===== src/hdl/rve_pkg.sv =====
// Shared types, opcodes and constants of the RV32 execute unit.
package rve_pkg;

  localparam int unsigned XLEN = 32;
  localparam int unsigned DIV_STEPS = XLEN;

  localparam logic [6:0] OP_REG    = 7'h33;
  localparam logic [6:0] OP_IMM    = 7'h13;
  localparam logic [6:0] OP_LOAD   = 7'h03;
  localparam logic [6:0] OP_STORE  = 7'h23;
  localparam logic [6:0] OP_BRANCH = 7'h63;
  localparam logic [6:0] OP_LUI    = 7'h37;
  localparam logic [6:0] OP_JAL    = 7'h6F;
  localparam logic [6:0] OP_JALR   = 7'h67;

  localparam logic [6:0] F7_BASE = 7'h00;
  localparam logic [6:0] F7_ALT  = 7'h20;
  localparam logic [6:0] F7_MULDIV = 7'h01;

  localparam logic [2:0] F3_ADD  = 3'd0;
  localparam logic [2:0] F3_SLL  = 3'd1;
  localparam logic [2:0] F3_SLT  = 3'd2;
  localparam logic [2:0] F3_SLTU = 3'd3;
  localparam logic [2:0] F3_DIV  = 3'd4;
  localparam logic [2:0] F3_SRL  = 3'd5;
  localparam logic [2:0] F3_OR   = 3'd6;
  localparam logic [2:0] F3_AND  = 3'd7;
  localparam logic [2:0] F3_REM  = 3'd6;
  localparam logic [2:0] F3_BEQ  = 3'd0;

  localparam logic [1:0] MEM_NONE  = 2'd0;
  localparam logic [1:0] MEM_LOAD  = 2'd1;
  localparam logic [1:0] MEM_STORE = 2'd2;

  typedef struct packed {
    logic [31:0]        instruction;
    logic [31:0]        pc;
    logic signed [31:0] rs1_value;
    logic signed [31:0] rs2_value;
  } in_t;

  typedef struct packed {
    logic signed [31:0] result;
    logic               writes_reg;
    logic [1:0]         memory_op;
    logic               redirect;
    logic [31:0]        next_pc;
  } out_t;

  // Work carried down the pipe: the finished fields plus the
  // multiply/divide operands and their sign fix-up flags.
  typedef struct packed {
    out_t        res;
    logic        use_mul;
    logic        use_div;
    logic        want_rem;
    logic        neg_q;
    logic        neg_r;
    logic [31:0] rem;
    logic [31:0] quo;
    logic [31:0] divisor;
  } stage_t;

endpackage


===== src/hdl/rve_div_step.sv =====
// One registered restoring-division step: one quotient bit per stage.
module rve_div_step (
  input  logic            clk,
  input  logic            rst,
  input  logic            valid_in,
  input  rve_pkg::stage_t stage_in,
  output logic            valid,
  output rve_pkg::stage_t stage
);
  import rve_pkg::*;

  logic [32:0] shifted, diff;
  stage_t      stage_next;

  assign shifted = {stage_in.rem, stage_in.quo[31]};
  assign diff    = shifted - {1'b0, stage_in.divisor};

  always_comb begin
    stage_next = stage_in;
    if (stage_in.use_div) begin
      stage_next.rem = diff[32] ? shifted[31:0] : diff[31:0];
      stage_next.quo = {stage_in.quo[30:0], ~diff[32]};
    end
  end

  always_ff @(posedge clk) begin
    if (rst) valid <= 1'b0;
    else     valid <= valid_in;
    stage <= stage_next;
  end

endmodule


===== config.mk =====
export PLATFORM = sky130hd
export DESIGN_NAME = rve_div_step
export DESIGN_NICKNAME = d
export VERILOG_FILES = /design/src/hdl/rve_pkg.sv /design/src/hdl/rve_div_step.sv
export SDC_FILE = /design/constraint.sdc
export NUM_CORES = 1
export LEC_CHECK = 0
export BUFFER_PORTS_ARGS = -buffer_cell sky130_fd_sc_hd__buf_2
export CORE_AREA = 2 2 134 136
export DETAILED_ROUTE_END_ITERATION = 6
export DIE_AREA = 0 0 136 138
export PLACE_DENSITY_LB_ADDON = 0.3
export SETUP_SLACK_MARGIN = 0.4
export SLEW_MARGIN = 20
export SYNTH_ARGS = -nofsm -noshare
export SYNTH_HDL_FRONTEND = slang
export SYNTH_SLANG_ARGS = --single-unit

===== constraint.sdc =====
create_clock -name clk -period 7.5 [get_ports clk]
set_input_delay 0.375 -clock clk [delete_from_list [all_inputs] [get_ports clk]]
set_output_delay 0.375 -clock clk [all_outputs]
set_load 0.01 [all_outputs]

=== After elaboration in Yosys (flattened, before gate mapping) ===
Index checks and enable logic that the tools add are counted.

* Register bits after elaboration: 170
* Bits of input ports: 172
* Logic and storage cells: 18

* $add $sub $neg: 1
* Multiplexer cells: 2
* Bitwise gates (word level): 1

{| class="wikitable"
|+ Operators with widths
! operator !! number
|-
| 2-to-1 mux 64 bit || 1
|-
| subtractor 33 x 32 -> 33 bit || 1
|-
| 2-to-1 mux 32 bit || 1
|-
| inverter 1 bit || 1
|}

=== Longest topological paths before layout ===
Gate-level depths: netlist of the first run.

* Depth after elaboration: 3
* Gate-level depth with buffers: 13

=== Worst setup path after synthesis of the first run ===
Ideal clock, no wire load.

* Path kind: input port to flip-flop
* Start point: in stage_in[63] (netlist name)
* End point: reg stage[67] (netlist name)
* Library setup time: 0.135 ns
* Arrival time: 2.777 ns
* Required time: 7.365 ns
* Setup slack: 4.588 ns
* Stages: 13
* Path through: inv_1 > ha_1 > fa_1 > nand2b_1 > a21oi_2 > o21ai_2 > a21o_4 > a31oi_4 > o31a_4 > xor2_4 > buf_6 > mux2i_1 > a21oi_1

{| class="wikitable"
|+ RTL lines
! what !! line !! text
|-
| start, declared || rve_div_step.sv:6 || <nowiki>input rve_pkg::stage_t stage_in,</nowiki>
|-
| end signal, assigned || rve_div_step.sv:29 || <nowiki>stage <= stage_next;</nowiki>
|-
| end, declared || rve_div_step.sv:8 || <nowiki>output rve_pkg::stage_t stage</nowiki>
|}

==> results.ini, run 1 <==
[sta]
post-route-min-period_ns = 3.31
slew_viol_final = 0
rsz0062_at_grt = no
fin_ws_ns = 4.19
max_slew.worst_pin.slew_ns = 1.01
finalSetupViolCount = 0
hold_viol = 0
slew_headroom_pct = 32.8
fin_setup_tns_ns = 0
fmax_mhz = 302
finalCritPeriodShare_pct = 44.1

[clock_network]
hold_buffers = 0
cts_tree = done
cts_buffers = 17
clockBufferDepth = 2
clk_pin_slew_worst_paths_ns = 0.08
cts_setup_buffers = 0
cts_sinks = 170
cts_root_buffer = clkbuf_16
h-tree-depth = 4
cts-resized-gates = 0

[yosys]
synth_top_area_share_pct = 52.8
synth_compound_area_share_pct = 14.5
synth_top_family_by_area = compound AO/OA/AOI/OAI gates
ys_ff_latch = 170
synth-xor-area-share_pct = 4.37
async_flop_share_pct = 0
synth-adder-area-share_pct = 6.52
synth_mux_area_share_pct = 9.69
ys.warnings.count = 0
synth_top_area_cell = dfxtp_1
postSynthCellCount = 604
ys_seq_area_share_pct = 52.8
synthSimpleGateAreaFrac_pct = 8.27
synth_edf_count = 0
syn_area_per_cell_um2 = 10.7
netlist_top_cells_area = dfxtp_1 53%, ha_1 6.2%, mux2_2 5.4%
synthFlopType = dfxtp_1
yosys.cell_types.count = 60
synth_fp_nets = 809
syn-cell-area_um2 = 6440

[place]
port_buffers = 341
pre_cts_ws_ns = 3.74
dp_hpwl_um = 14200
gp_congestion = 0.822

[drt]
viasPerCell = 4.60
vias = 5475
drt_iter0_drc = 224
drt-wirelength-per-cell_um = 15.1
firstDrtPassIters = 4
ant_nets = 0
totalWireLength_um = 18000
drc_errors = 0

[die]
ios = 342
dieArea_um2 = 18800
die_y_um = 138
num_rows = 49
start_util_pct = 36.8
fp.coreArea_um2 = 17500
die_x_um = 136

[setup_path]
crit_type = in2reg
start_kind = input pin
cp_max_fo = 22
crit_path_end_kind = flip-flop
arrival_ns = 3.67
crit_required_ns = 7.86

[cells_and_area]
nets = 1151
drive_gt1_share_pct = 44.0
nFillCells = 1670
seqCellArea_um2 = 3400
multi_input_comb_area_um2 = 2800
syn_to_final_growth_pct = 39.1

[global_route]
grtUsageTotal_pct = 18.6
grt_max_degree = 93
grt_pass1_wl_um = 27400
grt_overflow_total = 0
grt_pass1_vias = 5444
antenna_found_initial = 2

[power_and_ir_drop]
p_leak_uw = 0.00454
power_density_nw_per_um2 = 260
ir_drop_v = 0.000159

[status]
status = finished, final reports clean

[run]
max_cap_violations = 0

[worst_hold_path]
hp-class = in2reg

-- worst max-delay path: stages --
cell,delay [ns]
buf_2,0.08
inv_1,0.05
ha_1,0.22
fa_1,0.42
nand2b_1,0.19
a21oi_2,0.22
o21ai_2,0.10
a21o_4,0.23
a31oi_4,0.20
o31a_4,0.19
xor2_4,0.45
buf_4,0.47
mux2_4,0.34
a21oi_2,0.12
-- logic make-up (layout without fill, tap and decap cells) --
kind of cell	Yosys count	count (layout)
and+or+nand+nor	116	116
DFF	170	170
AOI/OAI and AO/OA	140	140
buffers and inverters	58	413
xor gates and xnor gates	30	30
muxes	57	57
adders and majority gates	33	33
other	0	2
-- cells in the final DEF (no fill, tap or decap), types with 4 or more instances in the layout --
cell type	synthesis	final
buf_2	4	340
o211ai_1	5	5
xor2_1	11	11
nor3_1	5	5
o21ai_0	16	16
or3_1	4	4
clkbuf_16	0	17
nand4_1	4	4
dfxtp_1	170	170
a21oi_2	4	4
nand2_1	30	30
nor2b_1	5	5
ha_1	32	32
a21o_1	22	22
a21oi_1	49	49
mux2i_1	23	23
mux2_2	31	31
inv_1	38	38
a31oi_1	4	4
and3_1	5	5
o21ai_1	7	7
inv_8	0	6
nor2_1	48	48
xnor2_1	18	18
-- Yosys cell counts (all sizes together), types with 11 or more instances --
cell    instances
a21oi          53
mux2i          23
clkbuf         11
dfxtp         170
xnor2          18
inv            38
mux2           34
a21o           23
o21ai          24
xor2           12
nand2          30
nor2           48
ha             32
-- per-stage QoR --
stage               power [uW]  cells  instance area (um2)  hold WS, ns  utilization [%]
finish                    2330   1190                 8960       0.0426             51.1
global route              2440   1190                 8960       0.0194             51.1
CTS                       2360   1188                 8960       0.0218             51.1
detailed placement        1450   1156                 8350        0.479             47.6
global placement          1450   1156                 8350        0.477             47.6
floorplan                 1280    604                 6440        0.403                -
-- path summary, 6_finish.rpt --
path	start	endpoint	slack [ns]	cells after the start
worst min-delay path	stage_in[157]	stage[157]	0.04	1
worst max-delay path	stage_in[63]	stage[69]	4.19	14
-- report_power, final --
part	switching [uW]	internal (uW)	leakage (uW)	total, uW
clock network	413	489	0.000295	901
logic	236	204	0.00281	440
registers	16.8	973	0.00143	990
-- layout make-up --
cell class	instances	area share [%]
timing repair buffer	342	19.1
inverter	39	1.63
clock inverter	14	1.91
sequential	170	38.0
multi-input combinational	376	31.2
antenna	2	0.0558
clock buffer	18	4.90
tap	229	3.20
-- flip-flops by register name (all words and copies together) (netlist names) --
signal	flops
stage	169
valid	1
-- routing by layer --
metal / global-route usage, % / share of wire, % / vias up
met5: 0 / 0 / -
li1: - / - / 2786
met4: 6.30 / 2.3 / 0
met3: 5.39 / 7.1 / 26
met1: 21.2 / 41 / 2443
met2: 33.0 / 50 / 220
Power figures use the tool's default switching activity.
==> run 2, diff against run 1 <==
--- a/config.mk
+++ b/config.mk
@@ -6,9 +6,9 @@
 export NUM_CORES = 1
 export LEC_CHECK = 0
 export BUFFER_PORTS_ARGS = -buffer_cell sky130_fd_sc_hd__buf_2
-export CORE_AREA = 2 2 134 136
+export CORE_AREA = 2 2 133 135
 export DETAILED_ROUTE_END_ITERATION = 6
-export DIE_AREA = 0 0 136 138
+export DIE_AREA = 0 0 135 137
 export PLACE_DENSITY_LB_ADDON = 0.3
 export SETUP_SLACK_MARGIN = 0.4
 export SLEW_MARGIN = 20
==> constraint.sdc (replaced) <==
create_clock -name clk -period 2.9 [get_ports clk]
set_input_delay 0.145 -clock clk [delete_from_list [all_inputs] [get_ports clk]]
set_output_delay 0.145 -clock clk [all_outputs]
set_load 0.01 [all_outputs]
==> results.ini, run 2 (synthesized netlist as in run 1, its figures left out) <==
[status]
status = finished, final reports clean

[power_and_ir_drop]
p_leak_uw = 0.00537
power_uw = 6310
ir_drop_v = 0.000430
power_density_nw_per_um2 = 574

[place]
port_buffers = 341
dp_hpwl_um = 14700
gp_congestion = 0.888

[die]
dieArea_um2 = 18500
fp.coreArea_um2 = 17100
start_util_pct = 37.8
die_y_um = 137
die_x_um = 135
num_rows = 48
ios = 342

[run]
max_cap_violations = 0

[sta]
slew_headroom_pct = 67.2
max_slew.worst_pin.slew_ns = 0.487
fin_setup_tns_ns = 0
fmax_mhz = 410
slew_viol_final = 0
finalCritPeriodShare_pct = 84.1
post-route-min-period_ns = 2.44
hold_viol = 0
finalSetupViolCount = 0
rsz0062_at_grt = no

[clock_network]
cts_tree = done
cts_sinks = 170
clockBufferDepth = 2
cts_buffers = 17
clk_pin_slew_worst_paths_ns = 0.07
cts_root_buffer = clkbuf_16
h-tree-depth = 4

[cells_and_area]
nFillCells = 1359
syn_to_final_growth_pct = 70.3
top_register = stage
seqCellArea_um2 = 3400
nets = 1343
final_common_cell = buf_2
drive_gt1_share_pct = 39.1
final_cell_mix = 340 x buf_2, 176 x dlygate4sd3_1, 170 x dfxtp_1
multi_input_comb_area_um2 = 2880
reg_top3 = stage (169), valid (1)
largest_reg_flops = 169

[global_route]
antenna_found_initial = 4
grt_pass1_vias = 6453
grtUsageTotal_pct = 22.1
grt_max_degree = 38
grt_overflow_total = 0
grt_pass1_wl_um = 31900

[setup_path]
crit_type = in2reg
crit_required_ns = 3.26
start_kind = input pin
crit_path_end_kind = flip-flop
slowest_delay_ns = 0.52
arrival_ns = 2.79
crit_buf_inv = 5
path_delay_family = buffers and inverters
critPathSlowestCell = dlygate4sd3_1
worstPathCellList = dlygate4sd3_1, buf_2, inv_1, ha_1, o211ai_1, a31oi_4, o31a_4, xor2_4, buf_4, buf_12, mux2_4, a21oi_2
cp_max_fo = 7

[drt]
firstDrtPassIters = 4
ant_nets = 0
vias = 6382
drt-wirelength-per-cell_um = 15.8
viasPerCell = 4.62
drc_errors = 0
totalWireLength_um = 21800
drt_iter0_drc = 218

[worst_hold_path]
hp-class = in2reg

==> run 2: cell count changes in the layout (fill, tap and decap cells not counted), sizes merged <==
cell / delta
clkbuf: +1
buf: +14
clkinv: +3
dlygate4sd3: +176
diode: +2
inv: -2
==> run 2: worst paths after layout <==
| check | end | startpoint | depth (start not counted) |
|---|---|---|---|
| worst max-delay path | stage[65] | stage_in[19] | 12 |
| worst min-delay path | stage[89] | stage_in[88] | 3 |
==> run 2: cell type report <==
type,instances,area share [%]
multi-input combinational,376,26.2
timing repair buffer,534,33.3
antenna,4,0.0912
clock inverter,15,1.60
sequential,170,31.0
tap,225,2.56
clock buffer,17,3.88
inverter,39,1.36
==> run 2: repair_timing <==
| item | in CTS | in global routing |
|---|---|---|
| gates resized for setup | 0 | 7 |
| hold buffers | 176 | 0 |
| endpoints found under the hold margin | 163 | 0 |
| endpoints found under the setup margin | 0 | 32 |
| setup buffers | 0 | 2 |
==> run 2: per-stage QoR <==
stage | hold WS [ns] | utilization (%) | setup slack [ns] | instances | cell area (um2)
after floorplan | 0.173 | - | 0.340 | 604 | 6490
after global placement | 0.247 | 49.8 | 0.115 | 1164 | 8500
after detailed placement | 0.249 | 49.8 | 0.0689 | 1164 | 8500
after CTS | 0.00220 | 63.7 | 0.419 | 1372 | 10900
after global routing | 0.0274 | 64.4 | 0.400 | 1380 | 11000
final | 0.0262 | 64.4 | 0.462 | 1380 | 11000
==> run 2: tightest hold or removal path: stages <==
cell and delay [ns]:
buf_2 0.10, mux2i_1 0.06, a21oi_1 0.11
==> run 2: layer usage <==
| layer | up-vias | global-route usage, % | routed length, um |
|---|---|---|---|
| li1 | 3172 | - | - |
| met1 | 2906 | 23.4 | 8260 |
| met2 | 256 | 41.0 | 11500 |
| met3 | 48 | 6.59 | 1420 |
| met4 | 0 | 9.14 | 648 |
| met5 | - | 0 | 0 |
==> run 2: where the power goes <==
group | total, uW | internal, uW | switching [uW]
clock network | 2290 | 1230 | 1060
registers | 2560 | 2520 | 47.6
logic | 1450 | 759 | 694
==> run 3, diff against run 2 <==
==> constraint.sdc (replaced) <==
create_clock -name clk -period 2.1 [get_ports clk]
set_input_delay 0.105 -clock clk [delete_from_list [all_inputs] [get_ports clk]]
set_output_delay 0.105 -clock clk [all_outputs]
set_load 0.01 [all_outputs]
==> results.ini, run 3 (synthesized netlist as in run 1, its figures left out) <==
[sta]
fmax_mhz = 460
finalCritPeriodShare_pct = 104
rsz0062_at_grt = yes
hold_viol = 0
post-route-min-period_ns = 2.17
fin_ws_ns = -0.0740
slew_headroom_pct = 66.2
timing.hold.ws_ns = 0.0267
max_slew.worst_pin.slew_ns = 0.507
finalSetupViolCount = 15
fin_setup_tns_ns = -0.459
slew_viol_final = 0

[drt]
firstDrtPassIters = 4
totalWireLength_um = 21900
vias = 6657
drc_errors = 0
viasPerCell = 4.53
ant_nets = 0
drt_iter0_drc = 236
drt-wirelength-per-cell_um = 14.9

[setup_path]
crit_path_end_kind = flip-flop
arrival_ns = 2.53
slowest_delay_ns = 0.34
crit_type = in2reg
cp_max_fo = 5
start_kind = input pin
critPathSlowestCell = fa_2
crit_required_ns = 2.46
path_delay_family = compound AO/OA/AOI/OAI gates
crit_buf_inv = 4
worstPathCellList = buf_6, inv_4, ha_4, fa_2, nand2b_4, a21oi_4, o21ai_4, a21o_4, a31oi_4, o31a_4, xor2_4, buf_12, buf_8, mux2_4, a21oi_2

[global_route]
grt_max_degree = 42
grt_overflow_total = 0
grtUsageTotal_pct = 22.6
grt_pass1_wl_um = 32600
grt_pass1_vias = 6806
antenna_found_initial = 2

[status]
violations = setup timing
status = complete, but fails checks

[worst_hold_path]
hp-class = in2reg

[die]
die_x_um = 135
die_y_um = 137
start_util_pct = 37.8
fp.coreArea_um2 = 17100
ios = 342
dieArea_um2 = 18500
num_rows = 48

[clock_network]
h-tree-depth = 4
clk_pin_slew_worst_paths_ns = 0.07
cts_tree = done
cts_sinks = 170
cts_buffers = 17
cts_root_buffer = clkbuf_16
clockBufferDepth = 2

[power_and_ir_drop]
power_density_nw_per_um2 = 761
clkPwrFrac_pct = 35.4
p_leak_uw = 0.00588
power.switching_uw = 2540
power_frac_comb_pct = 25.1
p_int_uw = 6430
power_frac_seq_pct = 39.5
ir_drop_v = 0.000590
switching_share_pct = 28.3

[run]
max_cap_violations = 0

[cells_and_area]
largest_reg_flops = 169
final_common_cell = buf_2
final_cell_mix = 336 x buf_2, 170 x dfxtp_1, 157 x dlygate4sd3_1
utilization_pct = 69.1
drive_gt1_share_pct = 46.4
reg_top3 = stage (169), valid (1)
layoutNonFillerInstCount = 1471
nets = 1437
syn_to_final_growth_pct = 82.9
nFillCells = 1301
top_register = stage

[place]
dp_cells = 1271
port_buffers = 341
gp_congestion = 0.794
dp_hpwl_um = 15200

run 3: worst paths after layout:
kind	from	end	slack (ns)	cells past startpoint
setup / recovery	stage_in[63]	stage[64]	-0.07	15
hold / removal	stage_in[85]	stage[85]	0.03	4
run 3: metrics by stage:
stage / setup WS [ns] / area [um2] / total power, uW
global route: -0.142 / 11800 / 9410
detailed placement: -0.636 / 9300 / 5460
floorplan: -0.420 / 6500 / 4600
finish: -0.0740 / 11800 / 8970
CTS: -0.0262 / 11600 / 8930
global placement: -0.570 / 9300 / 5430
run 3: power by group through the flow:
stage,Clock (uW),Sequential (uW),Combinational [uW]
2_1_floorplan,0,3750,847
6_report,3170,3540,2250
4_1_cts,3260,3540,2120
3_5_place_dp,0,3620,1840
5_1_grt,3390,3570,2450
3_3_place_gp,0,3610,1820
run 3: timing repair:
action,in CTS,in global routing
cloned,0,1
setup buffers,5,4
hold endpoints to repair,144,0
setup endpoints to repair,33,33
hold buffers,157,0
gates resized for setup,15,32
pin swaps,10,11
run 3: area by class of cell:
| class | instances | area, um2 | share of cell area (%) |
|---|---|---|---|
| timing repair buffer | 628 | 4380 | 37.1 |
| sequential | 170 | 3400 | 28.9 |
| multi-input combinational | 376 | 2970 | 25.2 |
| clock buffer | 18 | 429 | 3.64 |
| tap | 225 | 282 | 2.39 |
| clock inverter | 14 | 179 | 1.52 |
| inverter | 39 | 151 | 1.28 |
| antenna | 1 | 2.50 | 0.0212 |
run 3: layer usage:
| metal | GRT usage [%] | routed length, um | share of wire (%) |
|---|---|---|---|
| met4 | 8.28 | 374 | 1.7 |
| met2 | 42.9 | 11900 | 54 |
| met1 | 24.1 | 8360 | 38 |
| met3 | 5.70 | 1260 | 5.8 |
| met5 | 0 | 13 | 0.059 |
